$ cat config.mk
export PLATFORM = sky130hd
export DESIGN_NAME = arp_address_cache_top
export DESIGN_NICKNAME = d
export VERILOG_FILES = /design/src/rtl/core/arp_pkg.sv /design/src/rtl/core/arp_table.sv /design/src/rtl/core/arp_ctrl.sv /design/src/rtl/core/arp_address_cache_top.sv
export VERILOG_INCLUDE_DIRS = /design/src /design/src/rtl/core
export SDC_FILE = /design/constraint.sdc
export NUM_CORES = 1
export LEC_CHECK = 0
export CORE_ASPECT_RATIO = 1.4
export CORE_MARGIN = 5
export CORE_UTILIZATION = 32
export CTS_BUF_LIST = sky130_fd_sc_hd__clkbuf_8 sky130_fd_sc_hd__clkbuf_16
export DETAILED_ROUTE_END_ITERATION = 10
export DONT_BUFFER_PORTS = 1
export HOLD_SLACK_MARGIN = 0.02
export PLACE_DENSITY = 0.5
export REMOVE_ABC_BUFFERS = 1
export SETUP_SLACK_MARGIN = 0.4
export SLEW_MARGIN = 20
export SYNTH_ARGS = -nofsm -noshare
export SYNTH_HDL_FRONTEND = slang
export SYNTH_SLANG_ARGS = --single-unit
$ cat constraint.sdc
create_clock -name aclk -period 36.3 [get_ports aclk]
set_input_delay 7.26 -clock aclk [delete_from_list [all_inputs] [get_ports aclk]]
set_output_delay 7.26 -clock aclk [all_outputs]
set_load 0.01 [all_outputs]
$ cat src/rtl/core/arp_address_cache_top_assert.svh
// Assertion macros used by the ARP address cache sequencer.
`ifndef ARP_ADDRESS_CACHE_TOP_ASSERT_SVH
`define ARP_ADDRESS_CACHE_TOP_ASSERT_SVH

`ifndef ASSERT_OFF

// Checked property, masked while the active-low reset is asserted.
`define ARP_ASSERT(name, clk, rstn, prop, msg) \
    name: assert property (@(posedge clk) disable iff (!rstn) prop) else $error(msg);

// Checked property that also holds during reset.
`define ARP_ASSERT_ALWAYS(name, clk, prop, msg) \
    name: assert property (@(posedge clk) prop) else $error(msg);

`else

`define ARP_ASSERT(name, clk, rstn, prop, msg)
`define ARP_ASSERT_ALWAYS(name, clk, prop, msg)

`endif

`endif

$ cat src/rtl/core/arp_pkg.sv
`default_nettype none

package arp_pkg;

    localparam int ENTRIES_DEFAULT = 8;
    localparam int IP_W            = 32;
    localparam int MAC_W           = 48;
    localparam int SLOT_W          = 3;

    typedef enum logic {
        KIND_LOOKUP = 1'b0,
        KIND_INSERT = 1'b1
    } arp_kind_t;

    typedef struct packed {
        arp_kind_t          kind;
        logic [IP_W-1:0]    ip_address;
        logic [MAC_W-1:0]   new_mac;
    } arp_req_t;

    typedef struct packed {
        logic               found;
        logic [MAC_W-1:0]   mac_out;
        logic [SLOT_W-1:0]  slot;
        logic               took_over;
    } arp_rsp_t;

    // One table entry as stored in the memory.
    typedef struct packed {
        logic [IP_W-1:0]    ip_address;
        logic [MAC_W-1:0]   mac;
    } arp_slot_t;

    // Strobes from the sequencer to the table.
    typedef struct packed {
        logic rd_en;
        logic wr_en;
    } arp_tbl_ctl_t;

    typedef enum logic [1:0] {
        ST_IDLE,
        ST_SCAN,
        ST_LAST,
        ST_DECIDE
    } arp_state_t;

endpackage

`default_nettype wire

$ cat src/rtl/core/arp_table.sv
`default_nettype none

module arp_table #(
    parameter int ENTRIES = arp_pkg::ENTRIES_DEFAULT,
    parameter int IDX_W   = (ENTRIES > 1) ? $clog2(ENTRIES) : 1
) (
    input  wire                  aclk,
    input  wire                  aresetn,
    input  arp_pkg::arp_tbl_ctl_t tbl_ctl,
    input  wire  [IDX_W-1:0]     rd_idx,
    input  wire  [IDX_W-1:0]     wr_idx,
    input  arp_pkg::arp_slot_t   wr_data,
    output arp_pkg::arp_slot_t   rd_data,
    output logic                 rd_valid
);
    import arp_pkg::*;

    // Address and MAC storage; contents are meaningless until a slot is written.
    arp_slot_t          mem [ENTRIES];
    logic [ENTRIES-1:0] valid_reg;
    arp_slot_t          rd_data_reg;
    logic               rd_valid_reg;

    always_ff @(posedge aclk) begin
        if (tbl_ctl.wr_en) begin
            mem[wr_idx] <= wr_data;
        end
        if (tbl_ctl.rd_en) begin
            rd_data_reg  <= mem[rd_idx];
            rd_valid_reg <= valid_reg[rd_idx];
        end
    end

    always_ff @(posedge aclk) begin
        if (!aresetn) begin
            valid_reg <= '0;
        end else if (tbl_ctl.wr_en) begin
            valid_reg[wr_idx] <= 1'b1;
        end
    end

    assign rd_data  = rd_data_reg;
    assign rd_valid = rd_valid_reg;

endmodule

`default_nettype wire

$ cat src/rtl/core/arp_ctrl.sv
`default_nettype none
`include "arp_address_cache_top_assert.svh"

module arp_ctrl #(
    parameter int ENTRIES = arp_pkg::ENTRIES_DEFAULT,
    parameter int IDX_W   = (ENTRIES > 1) ? $clog2(ENTRIES) : 1
) (
    input  wire                   aclk,
    input  wire                   aresetn,
    input  wire                   s_valid,
    output logic                  s_ready,
    input  arp_pkg::arp_req_t     s_payload,
    output logic                  m_valid,
    input  wire                   m_ready,
    output arp_pkg::arp_rsp_t     m_payload,
    output arp_pkg::arp_tbl_ctl_t tbl_ctl,
    output logic [IDX_W-1:0]      rd_idx,
    output logic [IDX_W-1:0]      wr_idx,
    output arp_pkg::arp_slot_t    wr_data,
    input  arp_pkg::arp_slot_t    rd_data,
    input  wire                   rd_valid
);
    import arp_pkg::*;

    localparam logic [IDX_W-1:0] LAST_IDX = IDX_W'(ENTRIES - 1);

    arp_state_t        state_reg, state_next;
    logic [IDX_W-1:0]  cnt_reg, cnt_next;
    arp_req_t          req_reg;
    logic              cmp_vld_reg;
    logic [IDX_W-1:0]  cmp_idx_reg;
    logic              hit_reg;
    logic [IDX_W-1:0]  hit_idx_reg;
    logic [MAC_W-1:0]  hit_mac_reg;
    logic              free_reg;
    logic [IDX_W-1:0]  free_idx_reg;
    logic              m_valid_reg;
    arp_rsp_t          m_payload_reg;

    logic              accept;
    logic              out_free;
    logic              decide_fire;
    logic              cmp_match;
    logic              cmp_empty;
    arp_rsp_t          rsp;

    assign accept      = s_valid && s_ready;
    assign out_free    = !m_valid_reg || m_ready;
    assign cmp_match   = cmp_vld_reg && rd_valid && (rd_data.ip_address == req_reg.ip_address);
    assign cmp_empty   = cmp_vld_reg && !rd_valid;

    // Next state.
    always_comb begin
        state_next = state_reg;
        cnt_next   = cnt_reg;
        unique case (state_reg)
            ST_IDLE: begin
                cnt_next = '0;
                if (accept) begin
                    state_next = ST_SCAN;
                end
            end
            ST_SCAN: begin
                if (cnt_reg == LAST_IDX) begin
                    state_next = ST_LAST;
                end else begin
                    cnt_next = cnt_reg + 1'b1;
                end
            end
            ST_LAST: begin
                state_next = ST_DECIDE;
            end
            ST_DECIDE: begin
                if (out_free) begin
                    state_next = ST_IDLE;
                end
            end
            default: begin
                state_next = ST_IDLE;
            end
        endcase
    end

    // Outputs of the sequencer.
    always_comb begin
        s_ready       = 1'b0;
        tbl_ctl.rd_en = 1'b0;
        tbl_ctl.wr_en = 1'b0;
        decide_fire   = 1'b0;
        unique case (state_reg)
            ST_IDLE:   s_ready       = 1'b1;
            ST_SCAN:   tbl_ctl.rd_en = 1'b1;
            ST_LAST:   ;
            ST_DECIDE: begin
                decide_fire   = out_free;
                tbl_ctl.wr_en = out_free && (req_reg.kind == KIND_INSERT);
            end
            default:   ;
        endcase
    end

    assign rd_idx             = cnt_reg;
    assign wr_data.ip_address = req_reg.ip_address;
    assign wr_data.mac        = req_reg.new_mac;

    // Write target and result of the finished scan.
    always_comb begin
        wr_idx        = '0;
        rsp.found     = hit_reg;
        rsp.mac_out   = '0;
        rsp.slot      = '0;
        rsp.took_over = 1'b0;
        priority if (req_reg.kind == KIND_LOOKUP) begin
            if (hit_reg) begin
                rsp.mac_out = hit_mac_reg;
                rsp.slot    = SLOT_W'(hit_idx_reg);
            end
        end else if (hit_reg) begin
            wr_idx   = hit_idx_reg;
            rsp.slot = SLOT_W'(hit_idx_reg);
        end else if (free_reg) begin
            wr_idx   = free_idx_reg;
            rsp.slot = SLOT_W'(free_idx_reg);
        end else begin
            rsp.took_over = 1'b1;
        end
    end

    always_ff @(posedge aclk) begin
        if (!aresetn) begin
            state_reg   <= ST_IDLE;
            cnt_reg     <= '0;
            cmp_vld_reg <= 1'b0;
            hit_reg     <= 1'b0;
            free_reg    <= 1'b0;
            m_valid_reg <= 1'b0;
        end else begin
            state_reg   <= state_next;
            cnt_reg     <= cnt_next;
            cmp_vld_reg <= tbl_ctl.rd_en;
            if (accept) begin
                hit_reg  <= 1'b0;
                free_reg <= 1'b0;
            end else begin
                if (cmp_match && !hit_reg) begin
                    hit_reg <= 1'b1;
                end
                if (cmp_empty && !free_reg) begin
                    free_reg <= 1'b1;
                end
            end
            if (decide_fire) begin
                m_valid_reg <= 1'b1;
            end else if (m_ready) begin
                m_valid_reg <= 1'b0;
            end
        end
    end

    always_ff @(posedge aclk) begin
        if (accept) begin
            req_reg <= s_payload;
        end
        cmp_idx_reg <= rd_idx;
        if (cmp_match && !hit_reg) begin
            hit_idx_reg <= cmp_idx_reg;
            hit_mac_reg <= rd_data.mac;
        end
        if (cmp_empty && !free_reg) begin
            free_idx_reg <= cmp_idx_reg;
        end
        if (decide_fire) begin
            m_payload_reg <= rsp;
        end
    end

    assign m_valid   = m_valid_reg;
    assign m_payload = m_payload_reg;

    `ARP_ASSERT(a_accept_starts_scan, aclk, aresetn, accept |=> (state_reg == ST_SCAN && cnt_reg == '0), "accepted request did not start a scan at slot zero")
    `ARP_ASSERT(a_decide_loads_result, aclk, aresetn, decide_fire |=> m_valid_reg, "finished request did not present a result")
    `ARP_ASSERT(a_write_only_insert, aclk, aresetn, tbl_ctl.wr_en |-> (req_reg.kind == KIND_INSERT && state_reg == ST_DECIDE), "table written outside an insert decision")
    `ARP_ASSERT(a_takeover_is_miss, aclk, aresetn, m_valid_reg |-> !(m_payload_reg.took_over && m_payload_reg.found), "result reports both a hit and a takeover")
    `ARP_ASSERT_ALWAYS(a_no_read_write_overlap, aclk, !(tbl_ctl.rd_en && tbl_ctl.wr_en), "table read and written in the same cycle")

endmodule

`default_nettype wire

$ cat src/rtl/core/arp_address_cache_top.sv
`default_nettype none

// ARP address cache: a table of ENTRIES slots that maps IPv4 addresses to MAC
// addresses. Each request is a lookup or an insert. A lookup reports whether a
// valid slot holds the address and, on a hit, its MAC and slot number. An insert
// updates the MAC of a matching slot, otherwise fills the lowest free slot, and
// when the table is full overwrites slot 0 and flags the takeover. Requests are
// handled one at a time: a request is taken while the sequencer is idle, the
// sequencer then reads one slot per cycle from the read port of the entry memory
// (ST_SCAN), waits in ST_LAST for the read of the last slot, and in ST_DECIDE
// writes the table and loads the result register, waiting there while an earlier
// result is still unclaimed. The scan time is set by the memory read port, walked
// slot by slot. The result waits in its own register, so the next request is taken
// while an earlier result is still unclaimed. Slot numbers are reported in three
// bits, truncated when ENTRIES exceeds eight. Valid marks are cleared by reset;
// no clearing pass is needed.
module arp_address_cache_top #(
    parameter int ENTRIES = arp_pkg::ENTRIES_DEFAULT
) (
    input  wire               aclk,
    input  wire               aresetn,
    input  wire               s_valid,
    output logic              s_ready,
    input  arp_pkg::arp_req_t s_payload,
    output logic              m_valid,
    input  wire               m_ready,
    output arp_pkg::arp_rsp_t m_payload
);
    import arp_pkg::*;

    // Width of a slot index inside the table.
    localparam int IDX_W = (ENTRIES > 1) ? $clog2(ENTRIES) : 1;

    arp_tbl_ctl_t     tbl_ctl;
    logic [IDX_W-1:0] rd_idx;
    logic [IDX_W-1:0] wr_idx;
    arp_slot_t        wr_data;
    arp_slot_t        rd_data;
    logic             rd_valid;

    // The sequencer scans the table, picks the slot and builds the result.
    arp_ctrl #(
        .ENTRIES (ENTRIES),
        .IDX_W   (IDX_W)
    ) u_ctrl (
        .aclk      (aclk),
        .aresetn   (aresetn),
        .s_valid   (s_valid),
        .s_ready   (s_ready),
        .s_payload (s_payload),
        .m_valid   (m_valid),
        .m_ready   (m_ready),
        .m_payload (m_payload),
        .tbl_ctl   (tbl_ctl),
        .rd_idx    (rd_idx),
        .wr_idx    (wr_idx),
        .wr_data   (wr_data),
        .rd_data   (rd_data),
        .rd_valid  (rd_valid)
    );

    // The table holds address and MAC in memory and the valid marks in flops.
    arp_table #(
        .ENTRIES (ENTRIES),
        .IDX_W   (IDX_W)
    ) u_table (
        .aclk     (aclk),
        .aresetn  (aresetn),
        .tbl_ctl  (tbl_ctl),
        .rd_idx   (rd_idx),
        .wr_idx   (wr_idx),
        .wr_data  (wr_data),
        .rd_data  (rd_data),
        .rd_valid (rd_valid)
    );

endmodule

`default_nettype wire
After elaboration in Yosys (flattened, before gate mapping)
Memories as Yosys holds them, arrays and structs flattened. A register that Yosys moved wholly into a read port is not among the register bits.
Index checks and enable logic that the tools add are counted.
{"block": "word_totals", "register_bits": 209, "mem_bits_rw": 640, "in_bits": 85, "wordCells": 82, "n_memories": 1}
{"block": "op_classes", "addsub": 1, "magnitude_cmp": 3, "eq_ne": 9, "mux": 24, "bitwise_logic": 4, "reduce_logical": 21}
{"name": "u_table.mem", "depth": 8, "width": 80, "read_ports": 1, "rd_clocked_by_memory_dff": 1, "wr": 1, "line_no": "arp_table.sv:19", "source": "arp_slot_t mem [ENTRIES];"}
{"operator": "equality test 32 bit", "n": 1}
{"operator": "2-to-1 mux 3 bit", "n": 6}
{"operator": "2-to-1 mux 1 bit", "n": 11}
{"operator": "logical AND 1 bit", "n": 8}
{"operator": "< comparator 3 x 4 -> 1 bit (second input constant)", "n": 2}
{"operator": "OR 8 bit", "n": 1}
{"operator": "case mux 2 bit (4 select lines)", "n": 1}
{"operator": "2-to-1 mux 2 bit", "n": 3}
{"operator": "!= test 2 x 1 -> 1 bit (second input constant)", "n": 3}
{"operator": "case mux 3 bit (2 select lines)", "n": 1}
{"operator": "OR reduction 2 bit", "n": 3}
{"operator": "equality test 2 bit (second input constant)", "n": 2}
{"operator": "logical NOT 1 bit", "n": 4}
{"operator": "nonzero test 2 bit", "n": 2}
{"operator": "adder 3 x 1 -> 3 bit (second input constant)", "n": 1}
{"operator": "binary-select mux 1 bit (select 3 bit)", "n": 1}
{"operator": "demux 1 bit (select 3 bit)", "n": 1}
{"operator": "equality test 3 bit (second input constant)", "n": 1}
{"operator": "greater-or-equal comparator 3 x 1 -> 1 bit (second input constant)", "n": 1}
{"operator": "inverter 1 bit", "n": 3}
{"operator": "AND reduction 3 bit", "n": 1}
{"operator": "equality test 2 x 1 -> 1 bit (second input constant)", "n": 1}
{"operator": "logical NOT 2 bit", "n": 1}
{"operator": "!= test 2 bit (second input constant)", "n": 1}
{"operator": "2 further kinds", "n": 2}

Longest topological paths before layout
{"block": "logic_depth", "word_depth": 8, "mapped_depth": 7, "mapped_depth_nobuf": 7}

Modules after synthesis
From an unflattened synthesis, not the netlist that was laid out.
{"block": "hier_totals", "cells_unflattened": 1462, "area_unflattened_um2": 34690.8}
{"mod": "arp_table", "instances": 1, "cells_each": 1034, "area_each_um2": 27163.6, "seq_area_each_um2": 21810.9}
{"mod": "arp_ctrl", "instances": 1, "cells_each": 428, "area_each_um2": 7527.2, "seq_area_each_um2": 5885.6}

Worst setup path before layout
Ideal clock, no wire load.
{"block": "synth_path", "kind": "input-to-reg", "startpoint": "input m_ready", "endpoint": "memory u_table.mem[0][0] in the netlist's numbering (enable)", "setup_time_ns": 0.619, "arrival_ns": 16.078, "required_time_ns": 35.681, "path_slack_ns": 19.603, "stages": 4, "n_path_buf": 0, "path_cell_list": "nor2b_1 > nor2b_1 > o2111ai_1 > nor3_1"}
{"block": "synth_via", "elab_chain_cells": 5}
{"element": "from (decl)", "line_no": "arp_address_cache_top.sv:26", "source": "input wire m_ready,"}
{"element": "logical OR 1 bit", "line_no": "arp_ctrl.sv:48", "source": "assign out_free = !m_valid_reg || m_ready;"}
{"element": "logical AND 1 bit", "line_no": "arp_ctrl.sv:96", "source": "tbl_ctl.wr_en = out_free && (req_reg.kind == KIND_INSERT);"}
{"element": "2-to-1 mux 1 bit", "line_no": "arp_ctrl.sv:90", "source": "unique case (state_reg)"}
{"element": "2-to-1 mux 1 bit", "line_no": "arp_table.sv:25", "source": "if (tbl_ctl.wr_en) begin"}
{"element": "2-to-1 mux 1 bit (implied by the code)", "line_no": "arp_table.sv:26", "source": "mem[wr_idx] <= wr_data;"}
{"element": "to (decl)", "line_no": "arp_table.sv:19"}
No other way between the ends.

Final worst setup path
{"block": "layout_path", "startpoint": "input m_ready", "endpoint": "memory u_table.mem[2][27] in the netlist's numbering (enable)"}
The elaborated chain is that of the path after synthesis.

==> results.ini <==
[placement]
dp_hpwl_um = 38200
io_buffers = 0
gp_congestion = 0.690
dp.cells = 2727
dp_slack_ns = 25.34

[floorplanning]
fp.dieH_um = 396
fp.dieW_um = 286
io_pins = 140
die_area_um2 = 113000
rows = 141
design.core.area_um2 = 105000
start_util_pct = 32.2

[timing]
final.setup.tns_ns = 0
finalMaxSlewViolations = 0
skew_ns = 0.0198
max_freq_ghz = 0.0987
final-setup-viol-count = 0
slew_headroom_pct = 29.1
finalCritPeriodShare_pct = 27.9
hold_violations = 0
setup_slack_ns = 26.17
period_needed_ns = 10.13
rsz0062_at_grt = no
tightestPinTransition_ns = 1.06

[cts]
ctsHoldBuffers = 0
cts_resized = 0
cts_tree = built
cts_buffers = 89
clockBufferDepth = 3
clock-sinks = 929
htree_levels = 3
insertion_delay_ns = 0.64
cts_root_buf = clkbuf_16
path_clk_slew_ns = 0.06
postCtsSetupBuffers = 0

[route]
dr.pass1.iters = 6
drt-initial-drc-count = 727
wirelength_um = 69200
via_count = 13600
drc = 0
wire_per_inst_um = 23.9
via_per_inst = 4.70
ant_nets = 0

[setup_path]
reg2regPathDepth = 7
critPathMaxFanout = 59
end_kind = flip-flop
critical_path_class = input pin to flip-flop
required_ns = 36.55
cp.arrival_ns = 10.39
critPathLaunchType = input pin

[finish]
finalNonFillerCells = 2893
final_net_count = 1553
drive_gt1_share_pct = 26.9
largest_reg_flops = 640
area.growth.synth_to_final_pct = 13.0
final_common_cell = edfxtp_1
layout_common_cells = 909 x edfxtp_1, 162 x mux4_2, 94 x clkbuf_16

[synth]
syn_inst = 1393
ys_types = 38
ys_ff_latch = 929
seq_area_frac_synth_pct = 81.4
ys_warn_count = 0
avgSynthCellArea_um2 = 24.4
async_flop_share_pct = 0
netlist_area_um2 = 34000
ys.flop_type = edfxtp_1
synth_edf_count = 909

[run_status]
outcome = completed

[pwr]
totalPowerFinal_mw = 2.58
power.density_nw_per_um2 = 67.1
p_leak_nw = 11.8
irDropWorstVdd_mv = 0.0332

[global_routing]
grt_overflow_total = 0
antenna_found_initial = 18
grt_pass1_wl_um = 102000
grt_pass1_vias = 15000
grtUsageTotal_pct = 12.2
grt_max_degree = 61

[worst_hold_path]
hp-class = flip-flop to flip-flop
holdPathStages = 0

[job]
cap_violations = 0

## layer usage
metal  share of wire [%]  up-vias  GRT usage, %  routed length, µm
li1                    -     5917             -                  -
met1                  40     7308          14.6              27400
met2                  53      246          22.0              37000
met3                 5.0      108          3.06               3440
met4                 2.0       12          3.33               1360
met5                0.12        -             0                 85
## cell families (layout without fill, tap and decap cells)
group / Yosys count / count (layout) / share of synthesized area (%)
mux: 245 / 245 / 14.2
xor+xnor: 32 / 32 / 0.824
simple gates: 97 / 97 / 1.63
buf+inv: 59 / 197 / 1.13
other cells: 0 / 4 / 0
compound gates: 24 / 24 / 0.511
flops: 929 / 929 / 81.4
fa+ha+maj: 7 / 7 / 0.257
## Yosys cell counts (all sizes together) (3+ instances only)
library cell / n / area (µm²)
mux2: 81 / 1170
inv: 6 / 22.5
edfxtp: 909 / 27300
o21ai: 4 / 20.0
xnor2: 3 / 26.3
ha: 7 / 87.6
and2: 50 / 313
clkbuf: 17 / 65.1
buf: 36 / 298
o21a: 9 / 67.6
mux4: 162 / 3650
nor2: 9 / 33.8
dfxtp: 20 / 400
nand2: 9 / 33.8
nor3: 7 / 35.0
nor2b: 5 / 31.3
xor2: 29 / 254
nand4: 3 / 18.8
nor4: 7 / 43.8
## report_power, final
group	switching, mW	total [mW]	internal, mW	leakage [nW]
sequential	0.0878	1.42	1.33	8.39
combinational	0.152	0.300	0.148	2.00
clock	0.384	0.865	0.481	1.41
## final timing paths
| check | startpoint | to | slack [ns] |
|---|---|---|---|
| setup / recovery | m_ready | u_table.mem[2][27] | 26.17 |
| hold / removal | u_table.rd_data[9] | u_ctrl.hit_mac_reg[9] | 0.42 |
| hold reg to reg | u_table.rd_data[9] | u_ctrl.hit_mac_reg[9] | 0.42 |
| setup reg to reg | u_ctrl.state_reg[0] | u_table.mem[2][27] | 32.18 |
## through the flow
step	hold WS [ns]	cell area, µm²	util (%)
after global routing	0.425	38400	36.4
after floorplan	0.400	33700	-
final	0.418	38400	36.4
after CTS	0.417	38400	36.4
after global placement	0.404	35700	33.8
after detailed placement	0.405	35700	33.8
## worst max-delay path: stages
cell,delay (ns)
nor2b_1,0.06
nor2b_4,0.11
buf_4,0.74
o2111ai_1,0.59
nor3_2,0.29
buf_4,0.40
buf_4,0.86
## final cells by class
| cell class | count | area (µm²) |
|---|---|---|
| diodes | 4 | 10.0 |
| clock buffers | 94 | 2350 |
| clock inverters | 67 | 370 |
| fillers | 9485 | 67000 |
| inverters | 6 | 22.5 |
| multi-input cells | 405 | 6020 |
| flip-flops and latches | 929 | 27700 |
| well taps | 1358 | 1700 |
| repair buffers | 30 | 263 |
No activity file was read; power rests on OpenSTA's default activity.
